--- src/sv/rlpa_pkg.sv ---
// rlpa_pkg: shared constants, register codes and control structs for the
// range line parser/averager. Depends on nothing; every rlpa module imports it.
package rlpa_pkg;

  // default geometry
  localparam int HISTORY_DEPTH_DEF = 5;
  localparam int LINE_CAPACITY_DEF = 16;

  // field widths
  localparam int BYTE_W     = 8;
  localparam int SAMPLE_W   = 14;
  localparam int SKIP_W     = 8;
  localparam int CFG_DATA_W = 14;
  localparam int CFG_IDX_W  = 1;

  // line format
  localparam logic [BYTE_W-1:0] CHAR_CR   = 8'd13;
  localparam logic [BYTE_W-1:0] CHAR_LEAD = 8'h52;
  localparam logic [BYTE_W-1:0] CHAR_ZERO = 8'h30;
  localparam logic [BYTE_W-1:0] CHAR_NINE = 8'h39;
  localparam int LINE_LEN = 5;

  // register reset values
  localparam logic [SKIP_W-1:0]   SKIP_COUNT_RESET  = 8'd5;
  localparam logic [SAMPLE_W-1:0] UPPER_LIMIT_RESET = 14'd5000;

  // register indexes
  typedef enum logic [CFG_IDX_W-1:0] {
    CFG_SKIP_COUNT  = 1'b0,
    CFG_UPPER_LIMIT = 1'b1
  } cfg_index_t;

  // parser to history: line end and its verdict
  typedef struct packed {
    logic                eol;
    logic                ok;
    logic [SAMPLE_W-1:0] value;
  } line_status_t;

  // history to output pipeline
  typedef struct packed {
    logic stored;
    logic full;
  } hist_flags_t;

endpackage

--- src/sv/rlpa_line_parser.sv ---
// rlpa_line_parser: collects received bytes into a line and judges it at
// carriage return. Depends on rlpa_pkg.
module rlpa_line_parser
  import rlpa_pkg::*;
#(
  parameter int LINE_CAPACITY = LINE_CAPACITY_DEF
) (
  input  logic                clk,
  input  logic                rst_n,
  input  logic                byte_en,
  input  logic [BYTE_W-1:0]   rx_byte,
  input  logic [SAMPLE_W-1:0] upper_limit,
  output line_status_t        status
);

  localparam int LEN_W = $clog2(LINE_CAPACITY + 2);

  logic [LEN_W-1:0]    line_length_r, line_length_nxt;
  logic                first_is_r_r, first_is_r_nxt;
  logic                digits_ok_r, digits_ok_nxt;
  logic [SAMPLE_W-1:0] parsed_value_r, parsed_value_nxt;
  logic                is_eol;
  logic                is_digit;

  assign is_eol   = (rx_byte == CHAR_CR);
  assign is_digit = (rx_byte inside {[CHAR_ZERO:CHAR_NINE]});

  // verdict on the line collected so far
  assign status.eol   = byte_en && is_eol;
  assign status.ok    = (line_length_r == LEN_W'(LINE_LEN)) && first_is_r_r && digits_ok_r &&
                        (parsed_value_r != '0) && (parsed_value_r < upper_limit);
  assign status.value = parsed_value_r;

  // line state update
  always_comb begin
    line_length_nxt  = line_length_r;
    first_is_r_nxt   = first_is_r_r;
    digits_ok_nxt    = digits_ok_r;
    parsed_value_nxt = parsed_value_r;
    if (byte_en) begin
      if (is_eol) begin
        line_length_nxt  = '0;
        first_is_r_nxt   = 1'b0;
        digits_ok_nxt    = 1'b1;
        parsed_value_nxt = '0;
      end else if (line_length_r < LEN_W'(LINE_CAPACITY)) begin
        if (line_length_r == '0) begin
          first_is_r_nxt = (rx_byte == CHAR_LEAD);
        end else if (line_length_r < LEN_W'(LINE_LEN)) begin
          if (is_digit) begin
            parsed_value_nxt = parsed_value_r * SAMPLE_W'(10) +
                               SAMPLE_W'(rx_byte - CHAR_ZERO);
          end else begin
            digits_ok_nxt = 1'b0;
          end
        end
        line_length_nxt = line_length_r + LEN_W'(1);
      end else begin
        line_length_nxt = LEN_W'(LINE_CAPACITY + 1);
      end
    end
  end

  always_ff @(posedge clk) begin
    if (!rst_n) begin
      line_length_r  <= '0;
      first_is_r_r   <= 1'b0;
      digits_ok_r    <= 1'b1;
      parsed_value_r <= '0;
    end else begin
      line_length_r  <= line_length_nxt;
      first_is_r_r   <= first_is_r_nxt;
      digits_ok_r    <= digits_ok_nxt;
      parsed_value_r <= parsed_value_nxt;
    end
  end

endmodule

--- src/sv/rlpa_cell.sv ---
// rlpa_cell: one history cell; holds a sample and takes its neighbor's
// sample on a shift. Depends on rlpa_pkg.
module rlpa_cell
  import rlpa_pkg::*;
(
  input  logic                clk,
  input  logic                shift_en,
  input  logic [SAMPLE_W-1:0] data_i,
  output logic [SAMPLE_W-1:0] data_o
);

  logic [SAMPLE_W-1:0] sample_r;

  // sample moves one cell down the chain
  always_ff @(posedge clk) begin
    if (shift_en) begin
      sample_r <= data_i;
    end
  end

  assign data_o = sample_r;

endmodule

--- src/sv/rlpa_history.sv ---
// rlpa_history: skip counter, chain of history cells, fill count and running
// sum. Depends on rlpa_pkg and rlpa_cell.
module rlpa_history
  import rlpa_pkg::*;
#(
  parameter int HISTORY_DEPTH = HISTORY_DEPTH_DEF,
  parameter int SUM_W         = SAMPLE_W + $clog2(HISTORY_DEPTH)
) (
  input  logic              clk,
  input  logic              rst_n,
  input  line_status_t      line_i,
  input  logic              skip_load,
  input  logic [SKIP_W-1:0] skip_value,
  output hist_flags_t       flags,
  output logic [SUM_W-1:0]  sum_nxt
);

  localparam int FILL_W = $clog2(HISTORY_DEPTH + 1);

  logic [SAMPLE_W-1:0] tap [HISTORY_DEPTH];
  logic [SKIP_W-1:0]   skips_left_r, skips_left_nxt;
  logic [FILL_W-1:0]   fill_r, fill_nxt;
  logic [SUM_W-1:0]    sum_r;
  logic                accept_line;
  logic                push;
  logic                is_full;

  assign accept_line = line_i.eol && line_i.ok;
  assign push        = accept_line && (skips_left_r == '0);
  assign is_full     = (fill_r == FILL_W'(HISTORY_DEPTH));

  // chain of cells, newest sample enters at the head, oldest sits at the tail
  for (genvar i = 0; i < HISTORY_DEPTH; i++) begin : g_cell
    if (i == 0) begin : g_head
      rlpa_cell u_cell (
        .clk      (clk),
        .shift_en (push),
        .data_i   (line_i.value),
        .data_o   (tap[i])
      );
    end else begin : g_body
      rlpa_cell u_cell (
        .clk      (clk),
        .shift_en (push),
        .data_i   (tap[i-1]),
        .data_o   (tap[i])
      );
    end
  end

  // skip counter, reloaded by a register write
  always_comb begin
    skips_left_nxt = skips_left_r;
    if (skip_load) begin
      skips_left_nxt = skip_value;
    end else if (accept_line && (skips_left_r != '0)) begin
      skips_left_nxt = skips_left_r - SKIP_W'(1);
    end
  end

  // fill count and running sum; a full chain drops its tail from the sum
  always_comb begin
    fill_nxt = fill_r;
    sum_nxt  = sum_r;
    if (push) begin
      if (is_full) begin
        sum_nxt = sum_r + SUM_W'(line_i.value) - SUM_W'(tap[HISTORY_DEPTH-1]);
      end else begin
        sum_nxt  = sum_r + SUM_W'(line_i.value);
        fill_nxt = fill_r + FILL_W'(1);
      end
    end
  end

  assign flags.stored = push;
  assign flags.full   = (fill_nxt == FILL_W'(HISTORY_DEPTH));

  always_ff @(posedge clk) begin
    if (!rst_n) begin
      skips_left_r <= SKIP_COUNT_RESET;
      fill_r       <= '0;
      sum_r        <= '0;
    end else begin
      skips_left_r <= skips_left_nxt;
      fill_r       <= fill_nxt;
      sum_r        <= sum_nxt;
    end
  end

  // fill count never passes the depth
  assert property (@(posedge clk) disable iff (!rst_n)
    fill_r <= FILL_W'(HISTORY_DEPTH))
    else $error("history fill count beyond depth");

  // a full history stays full
  assert property (@(posedge clk) disable iff (!rst_n)
    is_full |=> is_full)
    else $error("history lost its full state");

  // an accepted line counts down the skips instead of storing
  assert property (@(posedge clk) disable iff (!rst_n)
    accept_line && (skips_left_r != '0) && !skip_load
      |=> skips_left_r == $past(skips_left_r) - SKIP_W'(1))
    else $error("skip counter did not count down");

endmodule

--- src/sv/range_line_parser_averager_top.sv ---
// range_line_parser_averager_top: parses range sensor lines and averages the
// most recent readings. Depends on rlpa_pkg, rlpa_line_parser, rlpa_history.
//
// One received byte is taken every clock cycle while in_ready is high. A carriage
// return yields one result transaction: the line verdict, the cell-chain shift
// and the running sum settle on the edge that takes it, the flags and sum go to
// the pending result stage, and the average (sum times a fixed reciprocal, one
// multiplier) is registered in the output register when that stage moves on.
// Other bytes yield no result. A held-back result stalls input only once both
// the result register and the stage before it are occupied.
module range_line_parser_averager_top
  import rlpa_pkg::*;
#(
  parameter int HISTORY_DEPTH = HISTORY_DEPTH_DEF,
  parameter int LINE_CAPACITY = LINE_CAPACITY_DEF
) (
  input  logic                  clk,
  input  logic                  rst_n,
  // byte input
  input  logic                  in_valid,
  output logic                  in_ready,
  input  logic [BYTE_W-1:0]     in_rx_byte,
  // result output
  output logic                  out_valid,
  input  logic                  out_ready,
  output logic                  out_line_stored,
  output logic                  out_history_full,
  output logic [SAMPLE_W-1:0]   out_average_distance,
  // register writes
  input  logic                  cfg_we,
  input  logic [CFG_IDX_W-1:0]  cfg_index,
  input  logic [CFG_DATA_W-1:0] cfg_wdata
);

  localparam int SUM_W   = SAMPLE_W + $clog2(HISTORY_DEPTH);
  localparam int SHIFT   = SUM_W + $clog2(HISTORY_DEPTH);
  localparam int RECIP_W = SHIFT + 1;
  localparam int PROD_W  = SUM_W + RECIP_W;
  localparam logic [RECIP_W-1:0] RECIP =
    RECIP_W'(((longint'(1) << SHIFT) + HISTORY_DEPTH - 1) / HISTORY_DEPTH);

  line_status_t        status;
  hist_flags_t         flags;
  logic [SUM_W-1:0]    sum_nxt;
  logic                in_fire;
  logic                skip_load;
  logic [SAMPLE_W-1:0] upper_limit_r;
  logic                p_valid_r;
  hist_flags_t         p_flags_r;
  logic [SUM_W-1:0]    p_sum_r;
  logic                p_move;
  logic [PROD_W-1:0]   prod;
  logic                out_valid_r;
  logic                out_line_stored_r;
  logic                out_history_full_r;
  logic [SAMPLE_W-1:0] out_average_distance_r;

  // handshake
  assign p_move   = p_valid_r && (!out_valid_r || out_ready);
  assign in_ready = !p_valid_r || p_move;
  assign in_fire  = in_valid && in_ready;

  // register writes
  always_comb begin
    skip_load = 1'b0;
    case (cfg_index_t'(cfg_index))
      CFG_SKIP_COUNT:  skip_load = cfg_we;
      CFG_UPPER_LIMIT: skip_load = 1'b0;
      default:         skip_load = 1'b0;
    endcase
  end

  always_ff @(posedge clk) begin
    if (!rst_n) begin
      upper_limit_r <= UPPER_LIMIT_RESET;
    end else if (cfg_we && (cfg_index_t'(cfg_index) == CFG_UPPER_LIMIT)) begin
      upper_limit_r <= cfg_wdata[SAMPLE_W-1:0];
    end
  end

  rlpa_line_parser #(
    .LINE_CAPACITY (LINE_CAPACITY)
  ) u_line_parser (
    .clk         (clk),
    .rst_n       (rst_n),
    .byte_en     (in_fire),
    .rx_byte     (in_rx_byte),
    .upper_limit (upper_limit_r),
    .status      (status)
  );

  rlpa_history #(
    .HISTORY_DEPTH (HISTORY_DEPTH),
    .SUM_W         (SUM_W)
  ) u_history (
    .clk        (clk),
    .rst_n      (rst_n),
    .line_i     (status),
    .skip_load  (skip_load),
    .skip_value (cfg_wdata[SKIP_W-1:0]),
    .flags      (flags),
    .sum_nxt    (sum_nxt)
  );

  // pending result stage: flags and sum snapshot at line end
  always_ff @(posedge clk) begin
    if (!rst_n) begin
      p_valid_r <= 1'b0;
    end else if (in_fire && status.eol) begin
      p_valid_r <= 1'b1;
    end else if (p_move) begin
      p_valid_r <= 1'b0;
    end
  end

  always_ff @(posedge clk) begin
    if (in_fire && status.eol) begin
      p_flags_r <= flags;
      p_sum_r   <= sum_nxt;
    end
  end

  // divide by depth as multiply by reciprocal and shift
  assign prod = PROD_W'(p_sum_r) * PROD_W'(RECIP);

  // output register
  always_ff @(posedge clk) begin
    if (!rst_n) begin
      out_valid_r <= 1'b0;
    end else if (p_move) begin
      out_valid_r <= 1'b1;
    end else if (out_ready) begin
      out_valid_r <= 1'b0;
    end
  end

  always_ff @(posedge clk) begin
    if (p_move) begin
      out_line_stored_r      <= p_flags_r.stored;
      out_history_full_r     <= p_flags_r.full;
      out_average_distance_r <= p_flags_r.full ? prod[SHIFT +: SAMPLE_W] : '0;
    end
  end

  assign out_valid            = out_valid_r;
  assign out_line_stored      = out_line_stored_r;
  assign out_history_full     = out_history_full_r;
  assign out_average_distance = out_average_distance_r;

  // every line end taken leaves a pending result
  assert property (@(posedge clk) disable iff (!rst_n)
    in_fire && (in_rx_byte == CHAR_CR) |=> p_valid_r)
    else $error("line end left no pending result");

  // a pending result that cannot move keeps its contents
  assert property (@(posedge clk) disable iff (!rst_n)
    p_valid_r && !p_move |=> p_valid_r && $stable(p_sum_r) && $stable(p_flags_r))
    else $error("pending result changed while stalled");

  // a moved result shows up at the output with its flags
  assert property (@(posedge clk) disable iff (!rst_n)
    p_move |=> out_valid_r && (out_history_full_r == $past(p_flags_r.full)) &&
               (out_line_stored_r == $past(p_flags_r.stored)))
    else $error("pending result not carried to the output");

endmodule

--- config.mk ---
export PLATFORM = sky130hd
export DESIGN_NAME = range_line_parser_averager_top
export DESIGN_NICKNAME = d
export VERILOG_FILES = /design/src/sv/rlpa_pkg.sv /design/src/sv/rlpa_line_parser.sv /design/src/sv/rlpa_cell.sv /design/src/sv/rlpa_history.sv /design/src/sv/range_line_parser_averager_top.sv
export SDC_FILE = /design/constraint.sdc
export NUM_CORES = 1
export LEC_CHECK = 0
export ABC_CLOCK_PERIOD_IN_PS = 6800
export BUFFER_PORTS_ARGS = -buffer_cell sky130_fd_sc_hd__buf_2
export CAP_MARGIN = 15
export CORE_ASPECT_RATIO = 1.75
export CORE_UTILIZATION = 40
export DETAILED_ROUTE_END_ITERATION = 8
export GPL_TIMING_DRIVEN = 1
export PLACE_DENSITY = 0.65
export SLEW_MARGIN = 20
export SYNTH_ARGS = -nofsm -noshare
export SYNTH_HDL_FRONTEND = slang
export SYNTH_SLANG_ARGS = --single-unit
--- constraint.sdc ---
create_clock -name clk -period 6.8 [get_ports clk]
set_input_delay 1.02 -clock clk [delete_from_list [all_inputs] [get_ports clk]]
set_output_delay 1.02 -clock clk [all_outputs]
set_load 0.05 [all_outputs]
==> key figures, run 1 <==
Run status
  • Outcome: completed

Pwr
  • Pwr Density: between 100 and 150 mW/mm²
  • Leakage power: 7.14 nW
  • Worst vdd ir: between 0.15 and 0.2 mV

Global routing
  • First-pass GRT wire length: 50600 µm
  • Vias in the first global route: about 10k
  • Largest net degree at the start of global routing: 38
  • Initial antenna violation count: 0
  • Overflow after GRT: 0
  • GRT Overall Usage: 19.3%

Timing
  • Slew Limit Headroom: 25.3%
  • Unrepaired setup endpoints after global routing: false
  • Worst Skew: ~0.014 ns
  • Worst slew pin tran: around 1.1 ns
  • Final min period: around 6 ns
  • Final slew viol count: 0
  • Final Hold Fails: 0
  • Final-report setup violation count: 0
  • Max Freq: approximately 170 MHz
  • Fin crit share: ~90%
  • WHS: approximately 0.42 ns
  • Final setup TNS: 0 ns

Placement
  • Dpl hpwl: ~26000 µm
  • RePlAce Congestion: around 0.90
  • Buffers on Ports: 45
  • Inst Count DP: around 1.8k

Finish
  • Proportion of layout cells with a drive suffix above 1: between 7 and 8%
  • Area of the multi-input gates: slightly above 0.008 mm²
  • Final instance count without filler cells: 1870
  • Diodes inserted: 0
  • Layout net count: 1732
  • Register area: approximately 0.0045 mm²
  • FILL cells: ~3.2k
  • Synthesis-to-finish area growth: 9.73%

Setup path
  • Critical R2R Launch: p_sum_r[6]
  • WS Path Type: reg2reg
  • Reg2Reg Depth: 19
  • CP startpoint kind: flop
  • Worst-path maximum fanout: 5
  • Flop2flop setup slack: between 0.7 and 0.8 ns
  • CP Capture Type: flop
  • Crit path DAT: roughly 6.2 ns
  • CP Capture Point: out_average_distance[13]
  • Worst EP required: ~7.0 ns
  • Critical R2R Capture: out_average_distance[13]
  • Worst setup path startpoint: p_sum_r[6]

Logic synthesis
  • Synthesized area per cell: 10.1 µm²
  • Yosys reg bits: 170
  • Mapped Nets: between 1.5k and 2k
  • Netlist cell types: slightly below 70
  • EDFF count, synth: roughly 110
  • Seq/Total Area, Yosys: 32.6%
  • Fraction of registers with async set/reset: 0%
  • Main flop type after synthesis: edfxtp_1
  • YS warnings: 0
  • Post-Synthesis Cells: between 1k and 1.5k
  • Synthesized cell area: roughly 0.014 mm²

CTS
  • Hold Buf Count CTS: 0
  • CTS resizes: 0
  • TritonCTS clock tree: built
  • Clock root buffer: clkbuf_16
  • CTS H-tree lvls: 4
  • Post-CTS Setup Inserts: 0
  • Clock latency on the worst-skew pair: approximately 0.45 ns
  • CTS clock-pin slew for the worst setup and hold paths: 0.07 ns
  • Max clock buf depth: 2
  • CTS Sinks: 170
  • CTS buffer count: 17

Floorplan
  • Full die area: 0.0350 mm²
  • IO Pins: 46
  • Std-Cell Rows: slightly below 90
  • Initial Util: 40.6%
  • Height of the die: ~250 µm
  • Die Span X: around 140 µm
  • Core Area: between 0.03 and 0.04 mm²

Routing
  • Detail Route Antenna Nets: 0
  • First drt pass iteration count: 4
  • Wirelength per Cell: ~17 µm
  • Via-per-instance ratio: slightly above 5
  • Final wirelength: 31700 µm
  • Vias: ~9.6k
  • Initial DRC Count: about 360
  • DRC errors left: 0

Flow run
  • Max Cap Violations: 0

Min path
  • Hold Crit Class: reg2reg
[per-stage QoR]
| step | setup WS, ns | total power, mW | utilization (%) | cell area, µm² |
|---|---|---|---|---|
| final | 0.758 | 2.13 | 44.5 | 15000 |
| after global routing | 0.391 | 2.21 | 44.5 | 15000 |
| after CTS | 0.722 | 2.15 | 44.5 | 15000 |
| after detailed placement | 0.721 | 1.22 | 42.8 | 14500 |
| after global placement | 0.743 | 1.22 | 42.8 | 14500 |
| after floorplan | 1.20 | 1.19 | - | 13700 |
[registers in the layout (all words and copies together), names as in the netlist, 8 cells and up]
name / flops
p_sum_r: 17
u_line_parser.parsed_value_r: 14
upper_limit_r: 14
u_history.skips_left_r: 8
out_average_distance: 14
u_history.g_cell.g_body.u_cell.data_o: 56
u_history.g_cell.g_head.u_cell.data_o: 14
u_history.sum_r: 17
[critical path: stages, from the launching register on]
cell,delay (ns)
edfxtp_1,0.47
ha_1,0.37
inv_1,0.12
fa_1,0.54
inv_1,0.06
fa_1,0.50
fa_1,0.55
inv_1,0.05
fa_1,0.50
fa_1,0.54
inv_1,0.04
ha_1,0.32
o21ai_0,0.16
nor2_1,0.07
o41ai_1,0.30
o21ai_0,0.23
nand2_1,0.17
o211ai_1,0.22
o21ai_0,0.22
mux2_2,0.35
[worst min-delay path by stage]
stage                                                 startpoint                                            to  depth (start not counted)
finish              u_history.g_cell[1].g_body.u_cell.data_o[10]  u_history.g_cell[2].g_body.u_cell.data_o[10]                          0
global route         u_history.g_cell[0].g_head.u_cell.data_o[1]   u_history.g_cell[1].g_body.u_cell.data_o[1]                          0
CTS                  u_history.g_cell[0].g_head.u_cell.data_o[1]   u_history.g_cell[1].g_body.u_cell.data_o[1]                          0
detailed placement   u_history.g_cell[1].g_body.u_cell.data_o[2]   u_history.g_cell[2].g_body.u_cell.data_o[2]                          0
global placement     u_history.g_cell[3].g_body.u_cell.data_o[3]   u_history.g_cell[4].g_body.u_cell.data_o[3]                          0
floorplan                                           p_flags_r[1]                               out_line_stored                          0
[Yosys cell counts, types with 24 or more instances]
cell type	instances	area (µm²)
inv_1	236	886
xor2_1	27	236
o21ai_0	44	220
nand3_1	25	125
fa_1	91	1820
ha_1	211	2640
edfxtp_1	105	3150
nand2_1	84	315
a21oi_1	66	330
a21o_1	24	180
and2_1	29	181
xnor2_1	36	315
nor2_1	62	233
dfxtp_1	65	1300
[power breakdown]
part	switching [mW]	total, mW	internal [mW]
combinational	0.0597	0.0991	0.0395
sequential	0.00677	1.10	1.09
clock	0.434	0.934	0.500
total	0.500	2.13	1.63
[cell type report]
type / count / area share (%)
repair buffers: 54 / 1.95
inverters: 238 / 5.95
clock buffers: 20 / 3.05
flip-flops and latches: 170 / 29.7
clock inverters: 12 / 0.683
well taps: 455 / 3.79
multi-input cells: 921 / 54.9
[cell families (layout without fill, tap and decap cells)]
logic type               after synthesis  count (layout)  share of synthesized area [%]
adder cells (fa/ha/maj)              302             302                           32.6
AO/OA/AOI/OAI                        246             246                           11.9
XOR/XNOR                              63              63                           4.03
multiplexers                          12              12                          0.896
flip-flops                           170             170                           32.6
AND/OR/NAND/NOR                      298             298                           10.8
buffers and inverters                259             324                           7.22
[cell usage in the layout (no fill, tap or decap), types with 17 or more instances in the layout]
cell	count
a21o_1	24
a21oi_1	66
buf_2	45
fa_1	91
xnor2_1	36
clkbuf_16	18
edfxtp_1	105
nand3_1	25
nor3_1	21
and2_1	29
o211ai_1	17
dfxtp_1	65
nand2_1	84
nor2_1	62
inv_1	236
o21ai_0	44
xor2_1	27
ha_1	211
[per-layer routing]
metal	vias to the layer above	share of wire (%)	GRT usage, %
met5	-	0	0
met2	162	58	39.0
li1	4745	-	-
met3	74	2.1	2.92
met1	4577	35	17.7
met4	0	5.2	11.0
No activity file was read; power rests on OpenSTA's default activity.
==> run 2, diff against run 1 <==
--- a/config.mk
+++ b/config.mk
@@ -8,11 +8,14 @@
 export ABC_CLOCK_PERIOD_IN_PS = 6800
 export BUFFER_PORTS_ARGS = -buffer_cell sky130_fd_sc_hd__buf_2
 export CAP_MARGIN = 15
+export CELL_PAD_IN_SITES_DETAIL_PLACEMENT = 1
+export CELL_PAD_IN_SITES_GLOBAL_PLACEMENT = 2
 export CORE_ASPECT_RATIO = 1.75
-export CORE_UTILIZATION = 40
+export CORE_MARGIN = 5
+export CORE_UTILIZATION = 42
 export DETAILED_ROUTE_END_ITERATION = 8
 export GPL_TIMING_DRIVEN = 1
-export PLACE_DENSITY = 0.65
+export PLACE_DENSITY = 0.91
 export SLEW_MARGIN = 20
 export SYNTH_ARGS = -nofsm -noshare
 export SYNTH_HDL_FRONTEND = slang
==> run 2 against run 1 <==
  * Worst hold slack worse by 0.0039 ns
  * Wire length is 16% higher
  * Core utilization is 1.9 points higher
  * Fmax is 3.0% lower
  * Cell count is 2.9% lower
  * Non-clock buffer count stayed put
  * Critical endpoint unchanged
  * Register-to-register slack worse by 0.18 ns
  * Critical path type unchanged
  * Sequential share of layout area is 0.11 points higher
==> key figures, run 2 (same netlist as run 1, synthesis figures left out) <==
Floorplan
  • Core Area: 0.0322 mm² (-4.5%)
  • Std-Cell Rows: 87 (-2.2%)
  • Initial Util: 42.5% (+1.9 points)
  • Full die area: 0.0364 mm² (+4.1%)
  • Die Span X: 146 µm (+3.3%)
  • IO Pins: 46 (unchanged)
  • Height of the die: 249 µm (+0.85%)

CTS
  • Hold Buf Count CTS: 0 (unchanged)
  • CTS resizes: 0 (unchanged)
  • CTS clock-pin slew for the worst setup and hold paths: 0.07 ns (about the same)
  • CTS H-tree lvls: 4 (unchanged)
  • Clock root buffer: clkbuf_16
  • CTS Sinks: 170 (unchanged)
  • Post-CTS Setup Inserts: 0 (unchanged)
  • Clock latency on the worst-skew pair: 0.45 ns (about the same)
  • CTS buffer count: 17 (unchanged)
  • Max clock buf depth: 2 (unchanged)
  • TritonCTS clock tree: built

Global routing
  • First-pass GRT wire length: 57800 µm (+14%)
  • Vias in the first global route: 11.0k (+10%)
  • Initial antenna violation count: 0 (unchanged)
  • Overflow after GRT: 0 (unchanged)
  • Largest net degree at the start of global routing: 62 (+63%)
  • GRT Overall Usage: 20.4% (+1.2 points)

Finish
  • Layout net count: 1732 (unchanged)
  • Synthesis-to-finish area growth: 9.32%
  • Max FFs per register: 56 (unchanged)
  • Final instance count without filler cells: 1815 (-2.9%)
  • Fin area: 0.0150 mm² (-0.37%)
  • Commonest non-fill, non-tap cell in the layout: inv_1
  • Diodes inserted: 0 (unchanged)
  • Proportion of layout cells with a drive suffix above 1: 7.14% (+0.071 points)
  • Commonest non-fill, non-tap cells in the layout: inv_1 (236), ha_1 (211), edfxtp_1 (105)

Setup path
  • Crit path max-delay cell type: fa_1
  • Critical Path Most Common Cell: fa_1
  • WS Path Type: reg2reg
  • Flop2flop setup slack: 0.57 ns (-0.18 ns)
  • CP startpoint kind: flop
  • CP top delay family: adder cells
  • Worst EP required: 7.00 ns (about the same)
  • Max incr delay on CP: 0.57 ns (+0.02 ns)
  • Crit path cell chain: ha_1, inv_1, fa_1, inv_1, fa_1, fa_1, inv_1, fa_1, fa_1, inv_1, ha_1, o21ai_0, nor2_1, o41ai_1, o21ai_0, nand2_1, o211ai_1, o21ai_0, mux2_2
  • CP Capture Type: flop
  • Worst setup path startpoint: p_sum_r[6]
  • Critical R2R Launch: p_sum_r[6]
  • Worst-path maximum fanout: 5 (unchanged)
  • Crit path DAT: 6.42 ns (+0.18 ns)
  • Worst Path Buf+Inv: 4 (unchanged)

Timing
  • Max Freq: 161 MHz (-3.0%)
  • Final setup TNS: 0 ns (unchanged)
  • Fin crit share: 91.6% (+2.7 points)
  • Slew Limit Headroom: 30.1% (+4.8 points)
  • Worst slew pin tran: 1.04 ns (-0.0781 ns)
  • Final Hold Fails: 0 (unchanged)
  • Unrepaired setup endpoints after global routing: false
  • Final-report setup violation count: 0 (unchanged)
  • Final slew viol count: 0 (unchanged)
  • Final min period: 6.23 ns (+0.185 ns)
  • Worst Skew: 0.0140 ns (+0.000196 ns)

Flow run
  • Max Cap Violations: 0 (unchanged)

Pwr
  • Leakage power: 7.13 nW (-0.18%)
  • P_sw: 0.530 mW (+6.0%)
  • Sw frac: 24.7% (+1.3 points)
  • Pwr Density: 143 mW/mm² (+0.91%)
  • Worst vdd ir: 0.173 mV (-2.2%)
  • Comb pwr share: 4.8% (about the same)
  • Seq pwr share: 51.2% (-0.3 points)
  • Power share of the clock group: 44.0% (+0.2 points)
  • Int Pwr: 1.61 mW (-1.1%)

Placement
  • Buffers on Ports: 45 (unchanged)
  • Inst Count DP: 1783 (-3.0%)
  • RePlAce Congestion: 0.969 (+7.1%)
  • Area of placed instances: 0.0144 mm² (-0.39%)
  • Dpl hpwl: 30500 µm (+16%)

Run status
  • Outcome: completed

Min path
  • Hold Crit Class: reg2reg
  • Hold path startpoint: u_history.g_cell[2].g_body.u_cell.data_o[9]

Routing
  • Vias: 9942 (+4.0%)
  • Wirelength per Cell: 20.2 µm (+19%)
  • Final wirelength: 36700 µm (+16%)
  • Detail Route Antenna Nets: 0 (unchanged)
  • First drt pass iteration count: 4 (unchanged)
  • Via-per-instance ratio: 5.48 (+7.2%)
  • DRC errors left: 0 (unchanged)
  • Initial DRC Count: 236 (-34%)
## run 2: routing by layer
layer / vias up / global-route usage, % / routed length, µm
met3: 92 / 2.35 / 640
met4: 0 / 12.1 / 2260
met1: 4943 / 18.0 / 12200
li1: 4744 / - / -
met5: - / 0 / 0
met2: 163 / 42.5 / 21600
## run 2: final cells by class
type                       count  area [µm²]
clock buffer                  18         429
clock inverter                14         124
fill                        3623       17300
inverter                     238         893
multi-input combinational    921        8250
sequential                   170        4450
tap                          400         500
timing repair buffer          54         305
## run 2: final timing paths
kind | to | depth (start not counted)
hold reg to reg | u_history.g_cell[3].g_body.u_cell.data_o[9] | 0
hold / removal | u_history.g_cell[3].g_body.u_cell.data_o[9] | 0
setup reg to reg | out_average_distance[13] | 19
setup / recovery | out_average_distance[13] | 19
## run 2: power by group through the flow
stage | combinational, mW | clock, mW | sequential [mW]
final | 0.102 | 0.943 | 1.10
after global routing | 0.116 | 1.01 | 1.10
after CTS | 0.103 | 0.969 | 1.10
after detailed placement | 0.102 | 0 | 1.12
after global placement | 0.0987 | 0 | 1.12
after floorplan | 0.0682 | 0 | 1.12
## run 2: per-stage QoR
stage / hold slack, ns / util, % / setup WS, ns / total power, mW
after floorplan: 0.400 / - / 1.20 / 1.19
after global placement: 0.401 / 44.7 / 0.778 / 1.22
after detailed placement: 0.406 / 44.7 / 0.532 / 1.22
after CTS: 0.417 / 46.4 / 0.546 / 2.17
after global routing: 0.416 / 46.4 / 0.301 / 2.22
final: 0.414 / 46.4 / 0.573 / 2.14
==> run 3, diff against run 2 <==
--- a/config.mk
+++ b/config.mk
@@ -12,10 +12,10 @@
 export CELL_PAD_IN_SITES_GLOBAL_PLACEMENT = 2
 export CORE_ASPECT_RATIO = 1.75
 export CORE_MARGIN = 5
-export CORE_UTILIZATION = 42
+export CORE_UTILIZATION = 25
 export DETAILED_ROUTE_END_ITERATION = 8
 export GPL_TIMING_DRIVEN = 1
-export PLACE_DENSITY = 0.91
+export PLACE_DENSITY = 0.63
 export SLEW_MARGIN = 20
 export SYNTH_ARGS = -nofsm -noshare
 export SYNTH_HDL_FRONTEND = slang
==> run 3 against run 2 <==
  * Clock skew up 0.0032 ns
  * Sequential share of layout area down 0.72 points
  * Wire length up 4.5%
  * Via count down 1.6%
  * Global-route usage down 7.3 points
  * Clock-buffer cell count unchanged
  * Fmax up 1.2%
  * Non-clock buffer count up 2
  * Cell count up 16%
  * Total power down 0.26%
  * Core utilization down 18 points
  * Design area up 2.5%
  * Largest power group unchanged
==> key figures, run 3 (same netlist as run 1, synthesis figures left out) <==
Run status
  • Outcome: completed

Placement
  • Inst Count DP: 2075 (+16%)
  • Dpl hpwl: 31800 µm (+4.3%)
  • RePlAce Congestion: 0.849 (-12%)
  • Setup WS pre-CTS: 0.546 ns (+0.0148 ns)
  • Buffers on Ports: 45 (unchanged)
  • Area of placed instances: 0.0148 mm² (+2.7%)

Floorplan
  • Std-Cell Rows: 113 (+30%)
  • Full die area: 0.0597 mm² (+64%)
  • Die Span X: 187 µm (+28%)
  • Initial Util: 25.2% (-17 points)
  • Core Area: 0.0543 mm² (+68%)
  • Height of the die: 319 µm (+28%)
  • IO Pins: 46 (unchanged)

Setup path
  • WS Path Type: reg2reg
  • Worst EP required: 6.99 ns (about the same)
  • Max incr delay on CP: 0.55 ns (-0.02 ns)
  • CP Capture Type: flop
  • Worst-path maximum fanout: 6 (+1)
  • CP startpoint kind: flop
  • Crit path DAT: 6.35 ns (-0.07 ns)
  • Critical Path Most Common Cell: fa_1
  • Crit path max-delay cell type: fa_1
  • Crit path cell chain: ha_1, inv_1, fa_1, inv_1, fa_1, fa_1, inv_1, fa_1, fa_1, inv_1, ha_1, o21ai_0, nor2_1, o41ai_1, o21ai_0, nand2_1, o211ai_1, o21ai_0, mux2_2

Timing
  • Final-report setup violation count: 0 (unchanged)
  • Final min period: 6.15 ns (-0.0735 ns)
  • Worst Skew: 0.0172 ns (+0.00321 ns)
  • Max Freq: 163 MHz (+1.2%)
  • Final setup margin: 0.646 ns (+0.0735 ns)
  • Fin crit share: 90.5% (-1.1 points)
  • Unrepaired setup endpoints after global routing: false
  • WHS: 0.419 ns (+0.00497 ns)
  • Final setup TNS: 0 ns (unchanged)
  • Final slew viol count: 0 (unchanged)
  • Worst slew pin tran: 1.01 ns (-0.0339 ns)
  • Slew Limit Headroom: 32.6% (+2.5 points)
  • Final Hold Fails: 0 (unchanged)

CTS
  • Post-CTS Setup Inserts: 0 (unchanged)
  • CTS Sinks: 170 (unchanged)
  • CTS buffer count: 17 (unchanged)
  • CTS H-tree lvls: 4 (unchanged)
  • Hold Buf Count CTS: 0 (unchanged)
  • TritonCTS clock tree: built
  • CTS clock-pin slew for the worst setup and hold paths: 0.07 ns (about the same)
  • Clock root buffer: clkbuf_16
  • Max clock buf depth: 2 (unchanged)
  • CTS resizes: 0 (unchanged)
  • Clock latency on the worst-skew pair: 0.45 ns (about the same)

Pwr
  • Comb pwr share: 4.9% (about the same)
  • Pwr Total: 2.14 mW (-0.26%)
  • Int Pwr: 1.61 mW (-0.35%)
  • Pwr Density: 139 mW/mm² (-2.7%)
  • Leakage power: 7.14 nW (+0.17%)
  • Seq pwr share: 51.3% (about the same)
  • P_sw: 0.530 mW (about the same)
  • Worst vdd ir: 0.169 mV (-2.6%)
  • Power share of the clock group: 43.8% (-0.2 points)
  • Sw frac: 24.8% (+0.068 points)

Finish
  • Commonest non-fill, non-tap cell in the layout: inv_1
  • FILL cells: 6264 (+73%)
  • Layout Utilization: 28.2% (-18 points)
  • Commonest non-fill, non-tap cells in the layout: inv_1 (236), ha_1 (211), edfxtp_1 (105)
  • Area of the multi-input gates: 0.00826 mm² (about the same)
  • Final instance count without filler cells: 2107 (+16%)
  • Proportion of layout cells with a drive suffix above 1: 7.34% (+0.20 points)
  • Register area: 0.00445 mm² (unchanged)
  • Max FFs per register: 56 (unchanged)
  • Layout net count: 1734 (+0.12%)
  • Synthesis-to-finish area growth: 12.0%
  • Fin area: 0.0153 mm² (+2.5%)
  • Diodes inserted: 0 (unchanged)

Global routing
  • First-pass GRT wire length: 60900 µm (+5.4%)
  • Largest net degree at the start of global routing: 77 (+24%)
  • GRT Overall Usage: 13.1% (-7.3 points)
  • Overflow after GRT: 0 (unchanged)
  • Vias in the first global route: 11.1k (+0.43%)
  • Initial antenna violation count: 0 (unchanged)

Routing
  • First drt pass iteration count: 4 (unchanged)
  • Final wirelength: 38300 µm (+4.5%)
  • Via-per-instance ratio: 4.64 (-15%)
  • Vias: 9781 (-1.6%)
  • Detail Route Antenna Nets: 0 (unchanged)
  • DRC errors left: 0 (unchanged)
  • Initial DRC Count: 270 (+14%)
  • Wirelength per Cell: 18.2 µm (-10%)

Min path
  • Hold Crit Class: reg2reg

Flow run
  • Max Cap Violations: 0 (unchanged)
-- run 3: changes by cell type in the layout (fill, tap and decap cells not counted) --
cell        before  now
clkinv_4         1    2
a2111oi_2        2    1
clkinv_2         0    3
inv_8            4    1
inv_6            5    6
a21boi_2         0    1
clkinv_1         1    0
clkinvlp_4       3    2
a2111oi_4        1    2
a21boi_4         1    0
buf_4            8   10
-- run 3: final cells by class --
| class | instances | area share [%] |
|---|---|---|
| multi-input cells | 921 | 53.9 |
| clock inverters | 14 | 0.726 |
| clock buffers | 18 | 2.80 |
| flip-flops and latches | 170 | 29.1 |
| inverters | 238 | 5.83 |
| well taps | 690 | 5.63 |
| repair buffers | 56 | 2.09 |
-- run 3: path summary, 6_finish.rpt --
| kind | cells after the start | end | start | slack (ns) |
|---|---|---|---|---|
| min | 0 | u_history.g_cell[1].g_body.u_cell.data_o[2] | u_history.g_cell[0].g_head.u_cell.data_o[2] | 0.42 |
| max reg2reg | 19 | out_average_distance[13] | p_sum_r[7] | 0.65 |
| min reg2reg | 0 | u_history.g_cell[1].g_body.u_cell.data_o[2] | u_history.g_cell[0].g_head.u_cell.data_o[2] | 0.42 |
| max | 19 | out_average_distance[13] | p_sum_r[7] | 0.65 |
-- run 3: per-layer routing --
| metal | GRT usage, % | routed length (µm) | vias to the layer above |
|---|---|---|---|
| li1 | - | - | 4737 |
| met1 | 12.4 | 13300 | 4847 |
| met2 | 27.2 | 22600 | 122 |
| met3 | 1.51 | 622 | 75 |
| met4 | 6.71 | 1840 | 0 |
| met5 | 0 | 0 | - |
-- run 3: power groups by stage --
stage          Clock [mW]  Combinational (mW)  Sequential [mW]
2_1_floorplan           0              0.0682             1.12
3_3_place_gp            0               0.104             1.12
3_5_place_dp            0               0.106             1.12
4_1_cts             0.970               0.107             1.10
5_1_grt              1.00               0.119             1.10
6_report            0.936               0.104             1.10
-- run 3: critical path, delay by kind of cell (launching register included) --
| family | cells | cell delay (ns) |
|---|---|---|
| buffers and inverters | 4 | 0.27 |
| adder cells (fa/ha/maj) | 7 | 3.41 |
| flip-flops | 1 | 0.49 |
| multiplexers | 1 | 0.36 |
| AO/OA/AOI/OAI | 5 | 1.11 |
| AND/OR/NAND/NOR | 2 | 0.29 |
